<file path="config.mk">
export PLATFORM = sky130hd
export DESIGN_NAME = rgbcv_cell
export DESIGN_NICKNAME = d
export VERILOG_FILES = /design/src/design/rgbcv_pkg.sv /design/src/design/rgbcv_cell.sv
export SDC_FILE = /design/constraint.sdc
export NUM_CORES = 1
export LEC_CHECK = 0
export ABC_CLOCK_PERIOD_IN_PS = 6200
export BUFFER_PORTS_ARGS = -buffer_cell sky130_fd_sc_hd__buf_2
export CORE_MARGIN = 2
export CORE_UTILIZATION = 25
export CTS_CLUSTER_DIAMETER = 80
export DETAILED_ROUTE_END_ITERATION = 12
export PLACE_DENSITY_LB_ADDON = 0.05
export SLEW_MARGIN = 5
export SYNTH_ARGS = -nofsm -noshare
export SYNTH_HDL_FRONTEND = slang
export SYNTH_SLANG_ARGS = --single-unit
</file>
<file path="constraint.sdc">
create_clock -name clk -period 6.2 [get_ports clk]
set_input_delay 0.31 -clock clk [delete_from_list [all_inputs] [get_ports clk]]
set_output_delay 0.31 -clock clk [all_outputs]
set_load 0.03 [all_outputs]
</file>
<file path="src/design/rgbcv_pkg.sv">
// Shared types, constants and kernel arithmetic of the RGB 3x3 convolution block.
package rgbcv_pkg;

    // Width of a signed channel sum; the largest kernel magnitude times 255 fits with margin.
    localparam int SUM_W = 20;

    // Configuration port.
    localparam int CFG_IDX_W  = 2;
    localparam int CFG_DATA_W = 13;

    localparam logic [CFG_IDX_W-1:0] REG_KERNEL = 2'd0;
    localparam logic [CFG_IDX_W-1:0] REG_WIDTH  = 2'd1;
    localparam logic [CFG_IDX_W-1:0] REG_HEIGHT = 2'd2;

    localparam int KSEL_W       = 3;
    localparam int KSEL_MIN     = 1;
    localparam int KSEL_MAX     = 6;
    localparam int KSEL_RESET   = 1;
    localparam int WIDTH_REG_W  = 12;
    localparam int HEIGHT_REG_W = 13;
    localparam int WIDTH_RESET  = 640;
    localparam int HEIGHT_RESET = 480;

    // Line counting: the input row counter must reach the height itself.
    localparam int HEIGHT_LIMIT = 4096;
    localparam int ROW_W        = 13;
    localparam int OROW_W       = 12;

    // Output queue.
    localparam int OUT_DEPTH = 8;
    localparam int OUT_PTR_W = 3;
    localparam int OUT_CNT_W = 4;

    // Kernels scaled by 64, row-major, top row first, left column first.
    localparam int KERNEL [0:5][0:8] = '{
        '{   1,    4,   1,    4,  44,   4,    1,   4,   1 },
        '{   0,  -64,   0,  -64, 320, -64,    0, -64,   0 },
        '{ -64, -128, -64,    0,   0,   0,   64, 128,  64 },
        '{ -64,    0,  64,  -64,   0,  64,  -64,   0,  64 },
        '{ -64,  -64, -64,  -64, 512, -64,  -64, -64, -64 },
        '{-128,  -64,   0,  -64,  64,  64,    0,  64, 128 }
    };

    typedef logic signed [SUM_W-1:0] sum_t;

    typedef struct packed {
        logic [7:0] red;
        logic [7:0] green;
        logic [7:0] blue;
    } pixel_t;

    // One window column, top line first.
    typedef struct packed {
        pixel_t top;
        pixel_t mid;
        pixel_t bot;
    } column_t;

    // One line-buffer entry: the pixel two lines up and the pixel one line up.
    typedef struct packed {
        pixel_t upper;
        pixel_t middle;
    } line_t;

    typedef struct packed {
        sum_t red;
        sum_t green;
        sum_t blue;
    } rgb_sum_t;

    typedef struct packed {
        logic              shift;
        logic              calc;
        logic [KSEL_W-1:0] sel;
    } cell_ctrl_t;

    // What a request carries down the pipeline besides its pixel.
    typedef struct packed {
        logic shift;
        logic emit;
        logic interior;
        logic last;
    } item_t;

    typedef struct packed {
        logic       last;
        logic [7:0] blue;
        logic [7:0] green;
        logic [7:0] red;
    } result_t;

    // Pixel times a kernel coefficient; every coefficient is a sum of at most three powers of two.
    function automatic sum_t tap_product(input logic [7:0] px, input int coef);
        sum_t p;
        sum_t prod;
        p = {{(SUM_W-8){1'b0}}, px};
        case (coef)
            1:       prod = p;
            4:       prod = p <<< 2;
            44:      prod = (p <<< 5) + (p <<< 3) + (p <<< 2);
            64:      prod = p <<< 6;
            128:     prod = p <<< 7;
            320:     prod = (p <<< 8) + (p <<< 6);
            512:     prod = p <<< 9;
            -64:     prod = -(p <<< 6);
            -128:    prod = -(p <<< 7);
            default: prod = '0;
        endcase
        return prod;
    endfunction

endpackage

</file>
<file path="src/design/rgbcv_cell.sv">
// One column cell of the 3x3 window: holds a pixel column and forms its weighted partial sum.
module rgbcv_cell #(
    parameter int COL = 0
) (
    input  logic                   clk,
    input  rgbcv_pkg::cell_ctrl_t  ctrl,
    input  rgbcv_pkg::column_t     col_in,
    output rgbcv_pkg::column_t     col_out,
    output rgbcv_pkg::rgb_sum_t    part
);

    rgbcv_pkg::column_t  col_reg;
    rgbcv_pkg::rgb_sum_t part_reg;
    rgbcv_pkg::rgb_sum_t part_next;
    rgbcv_pkg::pixel_t   taps [3];

    always_ff @(posedge clk)
    begin
        if (ctrl.shift)
        begin
            col_reg <= col_in;
        end
        if (ctrl.calc)
        begin
            part_reg <= part_next;
        end
    end

    assign taps[0] = col_reg.top;
    assign taps[1] = col_reg.mid;
    assign taps[2] = col_reg.bot;

    // Three taps of this column, each weighted by its row's coefficient.
    always_comb
    begin
        part_next = '0;
        for (int r = 0; r < 3; r++)
        begin
            part_next.red   = part_next.red
                + rgbcv_pkg::tap_product(taps[r].red,   rgbcv_pkg::KERNEL[ctrl.sel][r*3+COL]);
            part_next.green = part_next.green
                + rgbcv_pkg::tap_product(taps[r].green, rgbcv_pkg::KERNEL[ctrl.sel][r*3+COL]);
            part_next.blue  = part_next.blue
                + rgbcv_pkg::tap_product(taps[r].blue,  rgbcv_pkg::KERNEL[ctrl.sel][r*3+COL]);
        end
    end

    assign col_out = col_reg;
    assign part    = part_reg;

endmodule

</file>
==> results of run 1 <==
worst reg2reg max path, delay by kind of cell, from the launching register on:
kind	cells	cell delay (ps)
flops	1	500
xor+xnor	1	120
buf+inv	1	50
simple gates	2	940
fa+ha+maj	2	930
compound gates	7	1390
layout by cell type (no fill, tap or decap), types with 12 or more instances in the layout:
master and instances:
a21oi_1 57, nor2b_1 12, nor3_1 16, inv_1 137, buf_4 12, fa_1 54
nand2_1 93, xor2_1 30, a21o_1 15, edfxtp_1 132, clkbuf_16 17, or2_2 16
buf_2 208, a22oi_1 45, nand3_1 20, ha_1 71, dlygate4sd3_1 72, o21ai_0 50
nand2b_1 15, xnor2_1 61, nor2_1 73
routing by layer:
layer | global-route usage (%) | wire (um) | share of wire, % | up-vias
li1 | - | - | - | 4272
met1 | 21.1 | 16100 | 46 | 4166
met2 | 27.1 | 16600 | 48 | 170
met3 | 3.79 | 1260 | 3.6 | 33
met4 | 6.13 | 671 | 1.9 | 2
met5 | 0 | 16 | 0.046 | -
worst paths after layout:
kind / slack (ps) / endpoint / from
worst max-delay path: 1650 / part[16]$_DFFE_PP_ / ctrl[0]
worst min-delay path: 300 / col_out[31]$_DFFE_PP_ / ctrl[4]
worst max register to register: 2020 / part[19]$_DFFE_PP_ / col_out[2]$_DFFE_PP_
worst min register to register: 930 / part[20]$_DFFE_PP_ / col_out[8]$_DFFE_PP_
kinds of logic after synthesis:
group	share of synthesized area [%]
DFF	38.0
xor gates and xnor gates	7.65
AOI/OAI and AO/OA	15.7
adders and majority gates	18.9
and+or+nand+nor	13.5
buffers and inverters	6.16
power by group through the flow:
stage | sequential, mW | combinational (mW) | clock [mW]
after floorplan | 1.63 | 0.898 | 0
after global placement | 1.35 | 1.69 | 0
after global routing | 1.35 | 1.88 | 1.10
final | 1.33 | 1.70 | 1.02
after CTS | 1.33 | 1.73 | 1.07
after detailed placement | 1.35 | 1.68 | 0
per-stage QoR:
| step | power (mW) | util [%] |
|---|---|---|
| after floorplan | 2.53 | - |
| after global placement | 3.04 | 29.5 |
| after detailed placement | 3.03 | 29.5 |
| after CTS | 4.13 | 32.7 |
| after global routing | 4.33 | 32.7 |
| final | 4.04 | 32.7 |
layout make-up:
type	count	share of cell area [%]
inverter	137	3.84
timing repair buffer	292	13.8
clock buffer	18	3.20
clock inverter	14	1.15
tap	532	4.97
antenna	1	0.0187
sequential	132	29.6
multi-input combinational	753	43.4
==> impl_metrics.csv, run 1 <==
group,metric,value,unit
synth,synthCells,1054,
floorplanning,die_h,208,um
setup_path,required,6440,ps
sta,fin_setup_tns,0,ps
flow_run,cap_violations,0,
routing,drt_iter0_drc,402,
power,p_sw_share,39.6,%
synth,ys.flop_type,"edfxtp_1",
place,routabilityCongestion,0.811,
global_route,grt_pass1_wl,53500,um
sta,worst_slack,1650,ps
synth,syn_area_per_cell,9.88,sq um
setup_path,crit_chain,"buf_2, nor2_1, inv_1, nor2_2, ha_1, buf_4, a22oi_1, or2_2, fa_1, inv_1, ha_1, a211o_1, nand2_1, a21bo_2, a211o_1, a21oi_1, o21ai_0, a31o_2",
setup_path,worstSetupStartpointType,"input port",
cts,cts_root_buffer,"clkbuf_16",
floorplanning,pin_count,210,
floorplanning,fp-row-count,74,
finish,fill_cells,4374,
global_route,grt_max_degree,61,
sta,hold_viol,0,
routing,via_per_inst,4.60,
routing,vias,8643,
cts,clk_latency,490,ps
synth,synth_common_cells,"137 x inv_1, 132 x edfxtp_1, 93 x nand2_1",
finish,area_growth,28.6,%
cts,clock-sinks,132,
sta,fin_hold_ws,304,ps
routing,drt_wl_total,34700,um
global_route,track_usage,16.5,%
setup_path,reg2reg_depth,13,
setup_path,crit_path_top_delay_cell,"ha_1",
place,placed_cell_area,12100,sq um
place,place_hpwl,27400,um
routing,first_pass_iters,7,
synth,syn_area,10400,sq um
synth,yosysTopAreaCell,"edfxtp_1",
sta,slew_violations,0,
setup_path,worst_ep_arrival_time,4780,ps
routing,drc,0,
power,seqPwrFrac,32.8,%
power,p_switching,1.60,mW
finish,fin_nets,1536,
cts,h-tree-depth,4,
power,intPower,2.44,mW
power,power_frac_comb,42.0,%
cts,cts.repair.resized,0,
global_route,grt_overflow,0,
finish,multi_input_comb_area,5820,sq um
setup_path,cp_slowest_stage_delay,500,ps
setup_path,crit_type,"input port to register",
routing,postRouteAntennaNets,0,
global_route,antenna_found_initial,2,
floorplanning,die_area,43300,sq um
hold_path,hold_depth,1,
cts,cts_hold_buf,72,
floorplanning,die_w,208,um
cts,clk_pin_slew,60,ps
synth,synthArstFlopShare,0,%
setup_path,cp_num_buf_inv,4,
cts,post_cts_buffers,0,
place,io_buffers,209,
sta,setup_viol,0,
synth,synth_cell_types,63,
setup_path,worstPathMaxFanout,19,
power,peakVddDrop,0.216,mV
synth,ys_warn_count,0,
synth,synth-seq-cells,132,
synth,synth_top_area_share,38.0,%
finish,final_area,13400,sq um
outcome,status,"finished clean",
setup_path,timing.critical_path.to_type,"register",
cts,clockBufferDepth,2,
finish,drive_above_1_share,21.2,%
synth,synthTopCellsByArea,"edfxtp_1 38%, fa_1 10%, ha_1 8.5%",
sta,finalClockSkew,15.3,ps
finish,largest_reg_flops,72,
setup_path,crit_family,"compound AO/OA/AOI/OAI gates",
setup_path,critical_path_depth,18,
sta,finalCritPeriodShare,73.3,%
synth,synth.most_common_cell,"inv_1",
synth,seq_area_frac_synth,38.0,%
power,p_per_area,302,nW/um^2
floorplanning,core,41000,sq um
synth,synth_enable_flop_cells,132,
finish,final_cells,1879,
sta,rsz0062_at_grt,"false",
sta,timing.fmax,0.220,GHz
floorplanning,start_util,25.4,%
synth,synth_nets,1257,
hold_path,hold_path_class,"input port to register",
global_route,grt_pass1_vias,8940,
power,p_leak,5.91,nW
routing,wire_per_inst,18.4,um
sta,fin_crit,4550,ps
cts,cts_tree,"done",
sta,worst_pin_slew,941,ps
finish,seqCellArea,3960,sq um
place,placed_cells,1774,
cts,cts_buffers,17,
sta,relSlewSlack,37.3,%
power,clockPowerShare,25.2,%
place,pre_cts_ws,1140,ps
Power figures use the tool's default switching activity.
==> run 2, diff against run 1 <==
--- a/config.mk
+++ b/config.mk
@@ -5,7 +5,7 @@
 export SDC_FILE = /design/constraint.sdc
 export NUM_CORES = 1
 export LEC_CHECK = 0
-export ABC_CLOCK_PERIOD_IN_PS = 6200
+export ABC_CLOCK_PERIOD_IN_PS = 4200
 export BUFFER_PORTS_ARGS = -buffer_cell sky130_fd_sc_hd__buf_2
 export CORE_MARGIN = 2
 export CORE_UTILIZATION = 25
==> constraint.sdc (replaced) <==
create_clock -name clk -period 4.2 [get_ports clk]
set_input_delay 0.21 -clock clk [delete_from_list [all_inputs] [get_ports clk]]
set_output_delay 0.21 -clock clk [all_outputs]
set_load 0.03 [all_outputs]
==> run 2 against run 1 <==
Register-to-register slack got worse by 1800 ps; hold slack improved by 30 ps; design area rose by 4.5%; critical path depth fell by 5; power rose by 56%; clock power rose by 66%; via count rose by 3.0%; sequential share of layout area fell by 1.3 points; wire length rose by 5.1%; critical endpoint is now part[39]$_DFFE_PP_; largest cell class unchanged; largest power group unchanged.
==> impl_metrics.csv, run 2 (synthesis results as in run 1) <==
group,metric,value,unit
outcome,status,"finished clean",
finish,area_growth,34.4,%
global_route,grt_overflow,0,
global_route,grt_pass1_vias,9208,
floorplanning,pin_count,210,
place,io_buffers,209,
sta,rsz0062_at_grt,"false",
routing,postRouteAntennaNets,0,
setup_path,crit_type,"register to register",
sta,finalCritPeriodShare,93.7,%
global_route,grt_max_degree,49,
global_route,track_usage,17.2,%
finish,fin_nets,1593,
sta,relSlewSlack,46.0,%
setup_path,timing.critical_path.to_type,"register",
routing,first_pass_iters,5,
flow_run,cap_violations,0,
setup_path,required,4400,ps
floorplanning,fp-row-count,74,
cts,clk_pin_slew,70,ps
finish,final_cell_mix,"208 x buf_2, 136 x inv_1, 132 x edfxtp_1, 93 x nand2_1",
floorplanning,core,41000,sq um
setup_path,timing.rr.start,"col_out[13]$_DFFE_PP_",
setup_path,worst_ep_arrival_time,4140,ps
finish,largest_reg_flops,72,
cts,clockBufferDepth,2,
sta,slew_violations,0,
place,place_hpwl,29200,um
place,placed_cells,1831,
setup_path,worstSetupStartpointType,"register",
cts,cts_root_buffer,"clkbuf_16",
place,routabilityCongestion,0.810,
power,p_leak,6.25,nW
setup_path,reg2reg_to,"part[39]$_DFFE_PP_",
setup_path,worstPathMaxFanout,6,
sta,hold_viol,0,
global_route,grt_pass1_wl,55700,um
floorplanning,die_area,43300,sq um
floorplanning,die_w,208,um
finish,final_cells,1935,
sta,fin_crit,3940,ps
sta,worst_pin_slew,810,ps
cts,cts_buffers,17,
routing,drt_wl_total,36400,um
cts,cts_tree,"done",
setup_path,endpoint,"part[39]$_DFFE_PP_",
cts,clk_latency,470,ps
floorplanning,die_h,208,um
routing,wire_per_inst,18.8,um
routing,via_per_inst,4.60,
routing,drt_iter0_drc,420,
finish,num_antenna_cells,0,
setup_path,critPathLaunch,"col_out[13]$_DFFE_PP_",
setup_path,reg2reg_depth,13,
global_route,antenna_found_initial,1,
cts,clock-sinks,132,
routing,drc,0,
finish,fill_cells,4257,
sta,timing.fmax,0.254,GHz
power,total_power,6.29,mW
hold_path,hold_path_class,"input port to register",
finish,layout_commonest_cell,"buf_2",
setup_path,r2r_slack,260,ps
cts,h-tree-depth,4,
power,peakVddDrop,0.291,mV
sta,setup_viol,0,
routing,vias,8901,
finish,drive_above_1_share,25.3,%
floorplanning,start_util,25.4,%
sta,fin_setup_tns,0,ps
power,p_per_area,449,nW/um^2
sta,finalClockSkew,15.6,ps
[run 2: critical path, cell delays in order (launching register included)]
cell and delay (ps):
edfxtp_1 520, nor3_1 390, or3b_4 480, o21ai_0 160
a22oi_1 130, fa_1 560, inv_1 50, ha_1 360
nor2b_1 190, o21ai_0 150, nand2b_1 80, a31oi_1 290
o21ai_0 170, xnor2_1 140
[run 2: routing by layer]
metal	share of wire, %	track usage (%)
met1	47	22.2
met2	48	28.8
met3	3.6	3.43
met4	1.4	5.14
met5	0.027	0
[run 2: worst min path at each step]
| stage | cells after the start | end | from | slack [ps] |
|---|---|---|---|---|
| 6_report | 1 | part[18]$_DFFE_PP_ | ctrl[3] | 330 |
| 5_1_grt | 1 | part[18]$_DFFE_PP_ | ctrl[3] | 360 |
| 4_1_cts | 1 | col_out[25]$_DFFE_PP_ | ctrl[4] | 320 |
| 3_5_place_dp | 1 | col_out[70]$_DFFE_PP_ | col_in[70] | 390 |
| 3_3_place_gp | 1 | col_out[4]$_DFFE_PP_ | col_in[4] | 390 |
| 2_1_floorplan | 0 | col_out[0]$_DFFE_PP_ | col_in[0] | 310 |
[run 2: metrics by stage]
step	hold WS [ps]	setup slack [ps]	util [%]	cell area, sq um
2_1_floorplan	309	17.9	-	10500
5_1_grt	359	19.5	34.1	14000
3_3_place_gp	387	137	30.7	12600
3_5_place_dp	388	134	30.7	12600
6_report	334	263	34.1	14000
4_1_cts	322	84.5	34.1	14000
[run 2: report_power, final]
| part | switching [mW] | internal (mW) | leakage (nW) | total [mW] |
|---|---|---|---|---|
| Sequential | 0.141 | 1.79 | 1.31 | 1.93 |
| Combinational | 1.64 | 1.02 | 4.64 | 2.66 |
| Clock | 0.638 | 1.06 | 0.310 | 1.69 |
| Total | 2.42 | 3.86 | 6.25 | 6.29 |
[run 2: layout make-up]
class                      instances  area (sq um)  area share (%)
clock buffer                      17           425            3.04
clock inverter                    15           230            1.64
inverter                         137           514            3.67
multi-input combinational        753          5880            42.0
sequential                       132          3960            28.3
tap                              532           666            4.75
timing repair buffer             349          2330            16.6
[run 2: repair_timing]
item	4_1_cts	5_1_grt
hold buffers	72	0
buffers inserted	0	0
endpoints found under the setup margin	0	7
hold endpoints to repair	72	0
gates resized for setup	0	6
